[src/hdl/assert_macros.svh]
// Assertion macros shared by the renderer's RTL files.
`ifndef ASSERT_MACROS_SVH
`define ASSERT_MACROS_SVH

// The property must hold at every clock edge outside reset.
`define ASSERT_ALWAYS(label, clk, rst, prop) \
   label: assert property (@(posedge clk) disable iff (rst) (prop)) \
      else $error("%m: assertion failed");

// The consequent must hold in the cycle after the antecedent.
`define ASSERT_NEXT(label, clk, rst, ante, cons) \
   label: assert property (@(posedge clk) disable iff (rst) (ante) |=> (cons)) \
      else $error("%m: assertion failed");

`endif

[src/hdl/tsr_ram.sv]
// Generic single-port synchronous RAM with a registered read.
`default_nettype none

module tsr_ram #(
   parameter int WIDTH = 8,
   parameter int DEPTH = 256
) (
   input  logic                     clock,
   input  logic                     we,
   input  logic [$clog2(DEPTH)-1:0] addr,
   input  logic [WIDTH-1:0]         wdata,
   output logic [WIDTH-1:0]         rdata
);

   logic [WIDTH-1:0] mem [DEPTH];
   logic [WIDTH-1:0] rdata_ff;

   always_ff @(posedge clock) begin
      if (we) begin
         mem[addr] <= wdata;
      end
      rdata_ff <= mem[addr];
   end

   assign rdata = rdata_ff;

endmodule

`default_nettype wire

[config.mk]
export PLATFORM = sky130hd
export DESIGN_NAME = tsr_ram
export DESIGN_NICKNAME = d
export VERILOG_FILES = /design/src/hdl/assert_macros.svh /design/src/hdl/tsr_ram.sv
export SDC_FILE = /design/constraint.sdc
export NUM_CORES = 2
export LEC_CHECK = 0
export BUFFER_PORTS_ARGS = -buffer_cell sky130_fd_sc_hd__buf_2
export CAP_MARGIN = 20
export CORE_AREA = 3 3 360 362
export DETAILED_ROUTE_END_ITERATION = 8
export DIE_AREA = 0 0 363 365
export PLACE_DENSITY = 0.78
export SLEW_MARGIN = 0
export SYNTH_ARGS = -nofsm -noshare
export SYNTH_HDL_FRONTEND = slang
export SYNTH_SLANG_ARGS = --single-unit
[constraint.sdc]
create_clock -name clock -period 5.3 [get_ports clock]
set_input_delay 1.06 -clock clock [delete_from_list [all_inputs] [get_ports clock]]
set_output_delay 1.06 -clock clock [all_outputs]
set_load 0.01 [all_outputs]
Word level (Yosys, flattened, before mapping)
Memories as Yosys holds them, arrays and structs flattened. A register that Yosys moved wholly into a read port is not among the register bits.
Index checks and enable logic that the tools add are counted.
{"block": "totals", "mem_bits_rw": 2048, "elab_cells": 3, "in_bits": 18, "out_inout_bits": 8, "ff_bits": 0, "mem_count": 1}
{"memory": "mem", "words": 256, "width": 8, "read_ports": 1, "rd_clocked_by_memory_dff": 1, "wr": 1, "line": "tsr_ram.sv:15", "rtl": "logic [WIDTH-1:0] mem [DEPTH];"}
{"block": "op_classes", "n_mux": 2}
{"op": "$mux 1", "n": 2}

Longest topological paths before layout
{"block": "logic_depth", "depth_word": 2, "depth_mapped": 10, "depth_no_buf": 5}

Worst setup path after synthesis
Ideal clock, no wire load.
{"block": "synth_path", "kind": "input to register", "startpoint": "input addr[1]", "endpoint": "memory mem[111][0], enable pin", "t_arrival_ns": 2.909, "setup_ns": 0.370, "stages": 9, "required_ns": 4.930, "n_path_buf": 5, "slack_ns": 2.021, "cell_sequence": "buf_2 -> clkbuf_1 -> clkbuf_1 -> nand2_1 -> buf_2 -> nor2_1 -> nand2_1 -> clkbuf_1 -> nor2_1"}
{"item": "from (decl)", "line": "tsr_ram.sv:10", "rtl": "input logic [$clog2(DEPTH)-1:0] addr,"}
{"item": "to (decl)", "line": "tsr_ram.sv:15"}
Straight into the memory's write port.

==> summary.txt <==
Hold path
  – HP Class: in2reg
  – Hold path cells: 5
  – Worst Hold Endpoint: rdata[1]$_DFF_P_
  – Hold_sp: addr[7]

Worst setup path
  – CP startpoint kind: primary input
  – R2R Setup Slk: 2.31 ns
  – Worst R2R Path Depth: 6
  – FF-to-FF Start: mem[122][0]$_DFFE_PP_
  – Crit path kind: in2reg
  – CP endpoint kind: flop
  – Required time worst endpoint: 5.92 ns
  – Reg2reg end: rdata[0]$_DFF_P_
  – Crit-path max FO: 56
  – CP arrival: 4.75 ns

STA
  – Fmax: 241.7 MHz
  – Slew Viols, Final: 0
  – Final Skew: 0.04016 ns
  – Fin. Hold Viols: 0
  – Worst-Margin Slew: 1.194 ns
  – Min cycle time layout: 4.138 ns
  – Setup TNS: 0 ns
  – Worst Setup Slack, final: 1.162 ns
  – Slew margin rel.: 20.41%
  – Period utilisation layout: 78.07%
  – Unrepaired setup endpoints after global routing: false
  – Setup violations, final: 0

Synth
  – Synthesized area: 78490 um2
  – Synth area leader: edfxtp_1
  – Post-synth net total: 3565
  – Number of synthesized flops with an enable pin: 2048
  – Most common cell in the netlist: edfxtp_1
  – Unique masters post-synth: 22
  – Cells after Synth: 3547
  – #FFs+latches synth: 2056
  – Total of warnings raised by yosys: 0
  – Dominant synthesized flop cell: edfxtp_1
  – Synth top area share: 78.35%
  – Synth top area cells: edfxtp_1 78%, mux4_2 15%, a22oi_1 2.4%
  – Seq/Total Area, Yosys: 78.55%
  – Synth top cells by count: 2048 x edfxtp_1, 512 x mux4_2, 256 x a22oi_1
  – Synth async-reset ratio: 0%
  – Avg Cell Area, Syn: 22.13 um2

Clocking
  – CTS H-tree depth: 4
  – Reg clk slew, reported paths: 0.06 ns
  – CTS tree: built
  – Sink Count: 2056
  – Root Driver: clkbuf_16
  – Skew-Pair Late Insertion Delay: 0.83 ns
  – Postcts setup bufs: 0
  – Num CTS Buffers: 195
  – Hold-fix buffers at CTS: 0
  – Clk buf depth: 3
  – Post_cts resized: 0

Route
  – Per-cell routed wire length: 33.35 um
  – Final ANT Viol Nets: 0
  – Via Count: 38820
  – First-pass iteration count of the detailed router: 6
  – Avg Vias per Cell: 6.986
  – Number of remaining DRC errors: 0
  – Drt total wl: 185.3 mm
  – Iter 0 DRT Violations: 6082

Finish
  – Fin nets: 3738
  – Layout cells sized above 1: 26.11%
  – Area delta synth->final: 11.94%
  – Non-filler cells in the finished layout: 5557

GRT
  – Largest net degree at the start of global routing: 154
  – GRT Util Overall: 28.60%
  – Number of global-route vias before repair: 39320
  – First-pass GRT wire length: 272.0 mm
  – Grt total ovfl: 0
  – Initial antenna violation count: 18

Die
  – Initial core utilization: 61.79%
  – Die Ht: 365 um
  – Die width: 363 um
  – Core area: 127000 um2
  – IO Count: 26
  – Die area: 132500 um2
  – Rows: 131

Run
  – Maxcap violations: 0

Place
  – DP HPWL: 105.2 mm
  – Placed instance count: 5184
  – Dpl ws: 0.3628 ns
  – IO buf count: 25
  – Routability Congestion: 0.8235

Pwr
  – Leak: 26.89 nW
  – PwrDens: 381.2 nW/um2
  – Worst vdd ir: 0.3617 mV

Status
  – Status: complete, no violations
## worst max-delay path: stages
cell     delay, ns
buf_8         0.58
buf_12        0.31
buf_4         0.29
mux4_2        0.53
a22oi_1       0.28
a21oi_1       0.13
o41ai_1       1.02
buf_4         0.25
nand4_1       0.20
## flip-flops by register name, summed over array words and instances (netlist names)
name	flops
mem	2048
rdata	8
## metrics by stage
stage | power [mW] | area [um2] | hold WS [ns] | utilization [%]
6_report | 33.50 | 87870 | 0.8162 | 69.17
5_1_grt | 34.31 | 87850 | 0.8201 | 69.15
4_1_cts | 33.60 | 87840 | 0.7463 | 69.15
3_5_place_dp | 19.77 | 81420 | 0.9295 | 64.09
3_3_place_gp | 19.73 | 81390 | 0.9069 | 64.07
2_1_floorplan | 19.08 | 78490 | 0.8191 | -
## area by class of cell
| class | instances | area (um2) |
|---|---|---|
| inverters | 1 | 3.754 |
| fillers | 7044 | 39160 |
| clock inverters | 123 | 1319 |
| clock buffers | 241 | 5104 |
| multi-input cells | 1258 | 15790 |
| repair buffers | 208 | 1894 |
| flip-flops and latches | 2056 | 61660 |
| well taps | 1662 | 2079 |
| diodes | 8 | 20.02 |
## how the worst max path moves through the flow
stage,start,cells past startpoint,slack [ns],to
2_1_floorplan,addr[1],9,2.02,mem[111][0]$_DFFE_PP_
3_3_place_gp,addr[1],7,0.32,rdata[3]$_DFF_P_
3_5_place_dp,addr[0],9,0.36,rdata[0]$_DFF_P_
4_1_cts,addr[0],9,1.23,rdata[0]$_DFF_P_
5_1_grt,addr[0],9,1.09,rdata[0]$_DFF_P_
6_report,addr[0],9,1.16,rdata[0]$_DFF_P_
## cell usage in the layout, fill, tap and decap left out, types with 4 or more instances in the layout
cell type,count
edfxtp_1,2048
mux4_2,512
a22oi_1,256
nor2_1,231
clkbuf_16,196
buf_4,155
a21oi_1,128
clkbuf_1,42
clkinv_1,38
clkinv_2,34
nor3_1,30
o41ai_1,29
nand2_1,28
buf_12,25
bufinv_16,22
buf_2,18
nand3_1,13
clkbuf_8,11
clkinvlp_4,10
diode_2,8
nand4_1,8
dfxtp_1,8
nor2b_1,5
clkinv_8,5
clkinv_4,5
nand2b_1,4
inv_6,4
inv_16,4
## power by group
group	internal (mW)	leakage [nW]	switching [mW]	total, mW
combinational	0.532	5.30	0.958	1.49
sequential	17.9	18.5	0.0333	18.0
clock	7.96	3.12	6.09	14.0
total	26.4	26.9	7.09	33.5
## logic make-up (layout without fill, tap and decap cells)
family,count (synthesis),after routing,synth area share [%]
simple gates,330,330,1.733
compound gates,416,416,3.622
mux,512,512,14.69
flops,2056,2056,78.55
buf+inv,233,573,1.401
other cells,0,8,0
## routing by layer
metal  wire length [um]  up-vias  GRT usage [%]
li1                   -    15430              -
met1              65970    20200          39.96
met2              88590     2729          44.00
met3              23260      445          7.845
met4               7407       18          11.15
met5                115        -              0
Power figures use the tool's default switching activity.
