`config.mk`:
```
export PLATFORM = sky130hd
export DESIGN_NAME = tsr_sprite_list
export DESIGN_NICKNAME = d
export VERILOG_FILES = /design/src/hdl/tsr_pkg.sv /design/src/hdl/tsr_sprite_list.sv
export VERILOG_INCLUDE_DIRS = /design/src /design/src/hdl
export SDC_FILE = /design/constraint.sdc
export NUM_CORES = 1
export LEC_CHECK = 0
export ABC_AREA = 1
export BUFFER_PORTS_ARGS = -buffer_cell sky130_fd_sc_hd__buf_4
export CORE_AREA = 4 4 190 192
export CTS_CLUSTER_SIZE = 30
export DETAILED_ROUTE_END_ITERATION = 16
export DIE_AREA = 0 0 194 196
export MAX_ROUTING_LAYER = met4
export PLACE_DENSITY = 0.8
export SLEW_MARGIN = 20
export SYNTH_ARGS = -nofsm -noshare
export SYNTH_HDL_FRONTEND = slang
export SYNTH_SLANG_ARGS = --single-unit
```
`constraint.sdc`:
```
create_clock -name clock -period 6.35 [get_ports clock]
set_input_delay 0.9525 -clock clock [delete_from_list [all_inputs] [get_ports clock]]
set_output_delay 0.9525 -clock clock [all_outputs]
set_load 0.005 [all_outputs]
```
`src/hdl/assert_macros.svh`:
```
// Assertion macros shared by the renderer's RTL files.
`ifndef ASSERT_MACROS_SVH
`define ASSERT_MACROS_SVH

// The property must hold at every clock edge outside reset.
`define ASSERT_ALWAYS(label, clk, rst, prop) \
   label: assert property (@(posedge clk) disable iff (rst) (prop)) \
      else $error("%m: assertion failed");

// The consequent must hold in the cycle after the antecedent.
`define ASSERT_NEXT(label, clk, rst, ante, cons) \
   label: assert property (@(posedge clk) disable iff (rst) (ante) |=> (cons)) \
      else $error("%m: assertion failed");

`endif

```
`src/hdl/tsr_pkg.sv`:
```
// Package with the types, constants and helper functions of the scanline renderer.
`default_nettype none

package tsr_pkg;

   // Default values of the top-level parameters.
   localparam int LINE_PIXELS_DEF       = 160;
   localparam int VISIBLE_LINES_DEF     = 144;
   localparam int SPRITE_ENTRIES_DEF    = 40;
   localparam int SPRITES_ON_LINE_DEF   = 10;
   localparam int PIXELS_PER_RESULT_DEF = 8;

   // Tile memory is fixed in size.
   localparam int TILE_MEM_BYTES = 8192;
   localparam int TILE_AW        = 13;

   localparam logic [TILE_AW-1:0] MAP_LOW          = 13'h1800;
   localparam logic [TILE_AW-1:0] MAP_HIGH         = 13'h1C00;
   localparam logic [TILE_AW-1:0] DATA_SIGNED_BASE = 13'h0800;
   localparam int                 WINDOW_LEFT_MAX  = 167;

   // Register indexes on the csr port.
   localparam logic [2:0] REG_LCD_CONTROL = 3'd0;
   localparam logic [2:0] REG_SCROLL_Y    = 3'd1;
   localparam logic [2:0] REG_SCROLL_X    = 3'd2;
   localparam logic [2:0] REG_WINDOW_TOP  = 3'd3;
   localparam logic [2:0] REG_WINDOW_LEFT = 3'd4;
   localparam logic [2:0] REG_BG_PALETTE  = 3'd5;
   localparam logic [2:0] REG_OBJ_PAL0    = 3'd6;
   localparam logic [2:0] REG_OBJ_PAL1    = 3'd7;

   // Bit positions in lcd_control.
   localparam int LCDC_DISPLAY  = 7;
   localparam int LCDC_WIN_MAP  = 6;
   localparam int LCDC_WIN_ON   = 5;
   localparam int LCDC_UNSIGNED = 4;
   localparam int LCDC_BG_MAP   = 3;
   localparam int LCDC_OBJ_TALL = 2;
   localparam int LCDC_OBJ_ON   = 1;
   localparam int LCDC_BG_ON    = 0;

   // Bit positions in a sprite's flag byte.
   localparam int OBJ_BEHIND = 7;
   localparam int OBJ_YFLIP  = 6;
   localparam int OBJ_XFLIP  = 5;
   localparam int OBJ_PAL1   = 4;

   typedef enum logic [1:0] {
      MODE_TILE_WR   = 2'd0,
      MODE_SPRITE_WR = 2'd1,
      MODE_RENDER    = 2'd2,
      MODE_FRAME     = 2'd3
   } mode_type;

   typedef struct packed {
      mode_type    mode;
      logic [12:0] address;
      logic [7:0]  data;
      logic [7:0]  line;
   } req_type;

   typedef struct packed {
      logic [4:0]  group;
      logic [15:0] shades;
      logic        last;
   } rsp_type;

   typedef struct packed {
      logic [7:0] flags;
      logic [7:0] tile;
      logic [7:0] x;
      logic [7:0] y;
   } sprite_entry_type;

   typedef struct packed {
      logic             clear;
      logic             push;
      sprite_entry_type entry;
   } sprite_ctrl_type;

   typedef enum logic [3:0] {
      S_CLEAR,
      S_IDLE,
      S_PIX,
      S_PIX_IDX,
      S_PIX_LO,
      S_PIX_HI,
      S_SCAN,
      S_OBJ_FETCH,
      S_OBJ_LO,
      S_OBJ_HI,
      S_OBJ_PX,
      S_OBJ_WR,
      S_OUT
   } state_type;

   function automatic logic [1:0] pick_bit(input logic [7:0] lo, input logic [7:0] hi,
                                           input logic [2:0] pos);
      pick_bit = {hi[pos], lo[pos]};
   endfunction

   function automatic logic [1:0] pal_shade(input logic [7:0] pal, input logic [1:0] c);
      pal_shade = pal[2*c +: 2];
   endfunction

   // Address of the low byte of a background or window tile row.
   function automatic logic [TILE_AW-1:0] bg_tile_addr(input logic unsigned_mode,
                                                       input logic [7:0] idx,
                                                       input logic [2:0] row);
      logic [TILE_AW-1:0] off;
      off = {1'b0, idx, row, 1'b0};
      if (unsigned_mode) begin
         bg_tile_addr = off;
      end else begin
         bg_tile_addr = DATA_SIGNED_BASE + {1'b0, idx ^ 8'h80, row, 1'b0};
      end
   endfunction

endpackage

`default_nettype wire

```
`src/hdl/tsr_sprite_list.sv`:
```
// Sorted list of the sprites found on the current line, ordered by x then by entry order.
`default_nettype none
`include "assert_macros.svh"

module tsr_sprite_list #(
   parameter int SLOTS = 10
) (
   input  logic                                   clock,
   input  logic                                   reset,
   input  tsr_pkg::sprite_ctrl_type               ctrl,
   input  logic [((SLOTS > 1) ? $clog2(SLOTS) : 1)-1:0] rd_index,
   output tsr_pkg::sprite_entry_type              rd_entry,
   output logic [$clog2(SLOTS+1)-1:0]             count
);
   import tsr_pkg::*;

   localparam int CW = $clog2(SLOTS + 1);

   sprite_entry_type slots_ff [SLOTS];
   logic [CW-1:0]    count_ff;
   logic [SLOTS-1:0] greater;

   // A slot holds a sprite placed right of the new one; such slots move up by one.
   genvar j;
   generate
      for (j = 0; j < SLOTS; j++) begin : g_slot
         assign greater[j] = (CW'(j) < count_ff) && (slots_ff[j].x > ctrl.entry.x);
         if (j == 0) begin : g_first
            always_ff @(posedge clock) begin
               if (ctrl.push && (greater[j] || count_ff == CW'(j))) begin
                  slots_ff[j] <= ctrl.entry;
               end
            end
         end else begin : g_rest
            always_ff @(posedge clock) begin
               if (ctrl.push && (greater[j] || count_ff == CW'(j))) begin
                  slots_ff[j] <= greater[j-1] ? slots_ff[j-1] : ctrl.entry;
               end
            end
         end
      end
   endgenerate

   always_ff @(posedge clock) begin
      if (reset) begin
         count_ff <= '0;
      end else if (ctrl.clear) begin
         count_ff <= '0;
      end else if (ctrl.push) begin
         count_ff <= count_ff + 1'b1;
      end
   end

   assign rd_entry = slots_ff[rd_index];
   assign count    = count_ff;

   `ASSERT_ALWAYS(a_push_has_room, clock, reset, !ctrl.push || (count_ff < CW'(SLOTS)))

endmodule

`default_nettype wire
```
# Word-level counts from Yosys, hierarchy flattened
# Memory sizes are Yosys's and may differ from the RTL's.
# Index checks and enable logic that the tools add are counted.
# classes
n_addsub,1
n_lt_le_gt_ge,20
eq_ne,9
muxes,29
n_reduce_logical,32
# op_table
operator,n
two-way mux 32 bit,9
greater-than comparator 8 bit,10
logical AND 1 bit,20
two-way mux 1 bit,20
"equality test 4 x 3 -> 1 bit, second input constant",4
"less-than comparator 3 x 4 -> 1 bit, first input constant",4
logical OR 1 bit,10
"equality test 4 x 2 -> 1 bit, second input constant",2
"equality test 4 bit, second input constant",2
"less-than comparator 1 x 4 -> 1 bit, first input constant",2
"less-than comparator 2 x 4 -> 1 bit, first input constant",2
"less-than comparator 4 bit, first input constant",2
"adder 4 x 1 -> 4 bit, second input constant",1
"equality test 4 x 1 -> 1 bit, second input constant",1
logical NOT 4 bit,1
OR reduction 2 bit,1
# totals
register_bits,4
mem_bits_rw,320
input_bits,40
out_inout_bits,36
elab_cells,93
n_memories,1
# mem_list
memory,words,word_bits,rd,rd_clocked_by_memory_dff,write_ports,line,rtl
slots_ff,10,32,11,0,10,tsr_sprite_list.sv:19,sprite_entry_type slots_ff [SLOTS];

# Depth between registers and ports, before layout
# depth
ltp_word,6
mapped_depth,14
ltp_nobuf,12

# Worst setup path after synthesis
# OpenSTA, ideal clock, no wires.
# synth_timing
path_type,in2reg
from,in ctrl[15] (netlist name)
to,mem slots_ff[6][0] (netlist name) (enable)
setup_ns,0.432
arrival_ns,4.050
required_time_ns,5.918
slack_ns,1.869
path_stages,10
n_path_buf,2
cell_sequence,clkbuf_1 -> inv_1 -> ha_1 -> nand2_1 -> nor2_1 -> nand2_1 -> nand2_1 -> nand2_1 -> buf_2 -> a21oi_1
# synth_rtl
element,line,rtl
"start, declared",tsr_sprite_list.sv:10,"input tsr_pkg::sprite_ctrl_type ctrl,"
"end, declared",tsr_sprite_list.sv:19,

==> impl_metrics.yaml <==
run_status:
  run_status: "completed"
finish:
  final_cell_mix: "sky130_fd_sc_hd__nand2_1 (624), sky130_fd_sc_hd__edfxtp_1 (320), sky130_fd_sc_hd__o21ai_0 (243)"
  finalNetCount: 2298
  share_of_cells_above_drive_strength_1_pct: 9.00
  syn_to_final_growth_pct: 9.04
  layout_commonest_cell: "sky130_fd_sc_hd__nand2_1"
routing:
  detail_route.wirelength_mm: 55.7
  drt-vias-per-instance: 6.10
  wl_per_cell_um: 21.0
  drt_drc_violations_left: 0
  drt_pre_antenna_iters: 7
  drt.antenna.violating_nets: 0
  detailedRoute.firstIterationViolations: 2543
  detailroute.via_count: 16200
global_routing:
  grt_pass1_vias: 15800
  antenna_found_initial: 3
  grt_max_degree: 142
  globalRoute.totalOverflow: 0
  grt_first_pass_wirelength_mm: 85.7
  gr-usage-all-layers_pct: 29.0
floorplan:
  die_area_um2: 38000
  floorplan.initialDensity_pct: 54.7
  number_of_placed_i_o_pins: 76
  die_height_um: 196
  rows: 68
  fp.dieW_um: 194
  coreArea_um2: 34400
placement:
  io_buffer_count: 75
  dp_hpwl_mm: 34.4
  final_wtd_congestion: 0.996
critical_path:
  critical_path_at_ps: 3100
  timing.rr.start: "count[1]"
  cp_max_fo: 83
  startpoint_type: "primary input"
  critical_path_class: "in2out"
  critPathRequiredTime_ps: 5400
  crit_start: "rd_index[1]"
  critPathCaptureType: "primary output"
sta:
  report.final.hold_viol_count: 0
  finalWorstPathRequiredPeriod_ps: 4050
  worst_slew_pin_slew_ps: 1110
  unrepaired_setup_endpoints_after_global_routing: "no"
  timing.setup.tns_ps: 0
  fin_crit_sh_pct: 63.8
  finalSetupViolCount: 0
  maxSlewHeadroom_pct: 26.0
  fmax_achieved_mhz: 247
  worst_clock_skew_ps: 29.6
  final_max_slew_viol_count: 0
yosys:
  ys_seq_area_share_pct: 51.5
  postSynthAreaPerCell_um2: 8.55
  netlist_instances: 2200
  synthesis.yosys.warnings: 0
  ys.flop_type: "sky130_fd_sc_hd__edfxtp_1"
  synthesis.nets: 2323
  synthArstFlopShare_pct: 0
  synth_cell_types: 30
  synth-edff-count: 320
  flop_and_latch_count_out_of_synthesis: 324
  netlist_area_um2: 18800
cts:
  cts.reportedPaths.clkPinSlew_ps: 60
  cts.sink_count: 324
  max-clock-path-buffers: 3
  postCtsSetupBuffers: 0
  clock_tree_from_tritoncts: "done"
  cts_htree_levels: 2
  clock-root-buffer: "sky130_fd_sc_hd__clkbuf_16"
  post_cts_resized: 0
  cts_hold_repair.buffers: 0
  clk_latency_ps: 520
  cts-buffers-inserted: 35
power:
  post-layout-total-power_mw: 4.79
  vdd_ir_drop_max_uv: 200
  leakage_nw: 8.92
  cellPowerDensity_nw_per_um2: 233
hold_path:
  hold_path_startpoint: "slots_ff[3][2]"
  worstHoldPathType: "reg2reg"
flow_run:
  max-cap-violations: 0
==> worst paths after layout <==
check,end,slack [ps],cells past startpoint
setup reg to reg,slots_ff[1][7],3060,7
hold / removal,slots_ff[4][2],580,2
hold reg to reg,slots_ff[4][2],580,2
setup / recovery,rd_entry[10],2300,8
==> routing by layer <==
layer | routed length, um | global-route usage, % | vias up | part of all wire (%)
met4 | 2500 | 13.3 | 0 | 4.5
met3 | 6310 | 4.79 | 201 | 11
met5 | 0 | - | - | 0
met1 | 20300 | 36.0 | 7489 | 36
li1 | - | - | 7407 | -
met2 | 26600 | 46.9 | 1118 | 48
==> registers in the layout, summed over array words and instances (netlist names) <==
register / cells
count: 4
slots_ff: 320
==> per-stage QoR <==
stage               setup slack [ps]  hold WS [ps]  area (um2)  util, %  cells
floorplan                       1870           537       18800        -   2200
global placement                2360           554       19500     56.8   2593
detailed placement              2300           560       19500     56.8   2593
CTS                             2400           573       20500     59.7   2655
global route                    2230           595       20500     59.7   2658
finish                          2300           576       20500     59.7   2658
==> kinds of logic (layout without fill, tap and decap cells) <==
| kind of cell | count (synthesis) | in the layout | share of synthesized area [%] |
|---|---|---|---|
| compound gates | 479 | 479 | 13.9 |
| fa+ha+maj | 83 | 83 | 5.52 |
| buf+inv | 387 | 387 | 8.72 |
| flops | 324 | 324 | 51.5 |
| other cells | 0 | 3 | 0 |
| simple gates | 927 | 927 | 20.3 |
==> cells in the mapped netlist (19+ instances only) <==
| cell type | n | area [um2] |
|---|---|---|
| sky130_fd_sc_hd__nor2_1 | 64 | 240 |
| sky130_fd_sc_hd__o21ai_2 | 19 | 166 |
| sky130_fd_sc_hd__clkbuf_1 | 58 | 218 |
| sky130_fd_sc_hd__edfxtp_1 | 320 | 9610 |
| sky130_fd_sc_hd__inv_1 | 213 | 800 |
| sky130_fd_sc_hd__o21ai_1 | 31 | 155 |
| sky130_fd_sc_hd__ha_1 | 83 | 1040 |
| sky130_fd_sc_hd__buf_2 | 54 | 270 |
| sky130_fd_sc_hd__nand2_1 | 629 | 2360 |
| sky130_fd_sc_hd__o21ai_0 | 243 | 1220 |
| sky130_fd_sc_hd__o211ai_1 | 34 | 255 |
| sky130_fd_sc_hd__nand4_1 | 34 | 213 |
| sky130_fd_sc_hd__a21oi_1 | 135 | 676 |
| sky130_fd_sc_hd__nand3_1 | 197 | 986 |
| sky130_fd_sc_hd__buf_1 | 37 | 139 |
==> critical path: stages <==
cell,delay [ps]
sky130_fd_sc_hd__buf_4,790
sky130_fd_sc_hd__buf_4,490
sky130_fd_sc_hd__a21oi_1,60
sky130_fd_sc_hd__o21ai_0,130
sky130_fd_sc_hd__nand3_1,130
sky130_fd_sc_hd__nand3_1,140
sky130_fd_sc_hd__o21ai_0,130
sky130_fd_sc_hd__buf_4,190
==> cell type report <==
| class | count | area (um2) |
|---|---|---|
| Antenna cell | 3 | 7.51 |
| Clock buffer | 44 | 910 |
| Fill cell | 2955 | 13900 |
| Tap cell | 455 | 569 |
| Clock inverter | 18 | 86.3 |
| Sequential cell | 324 | 9690 |
| Inverter | 217 | 817 |
| Multi-Input combinational cell | 1489 | 7610 |
| Timing Repair Buffer | 108 | 830 |
==> report_power, final <==
part           internal [mW]  switching (mW)  leakage (nW)
Combinational          0.170           0.353          5.50
Sequential              2.39          0.0149          2.94
Clock                   1.02           0.850         0.490
Total                   3.57            1.22          8.92
Note: power is estimated with default switching activity, not from simulation.
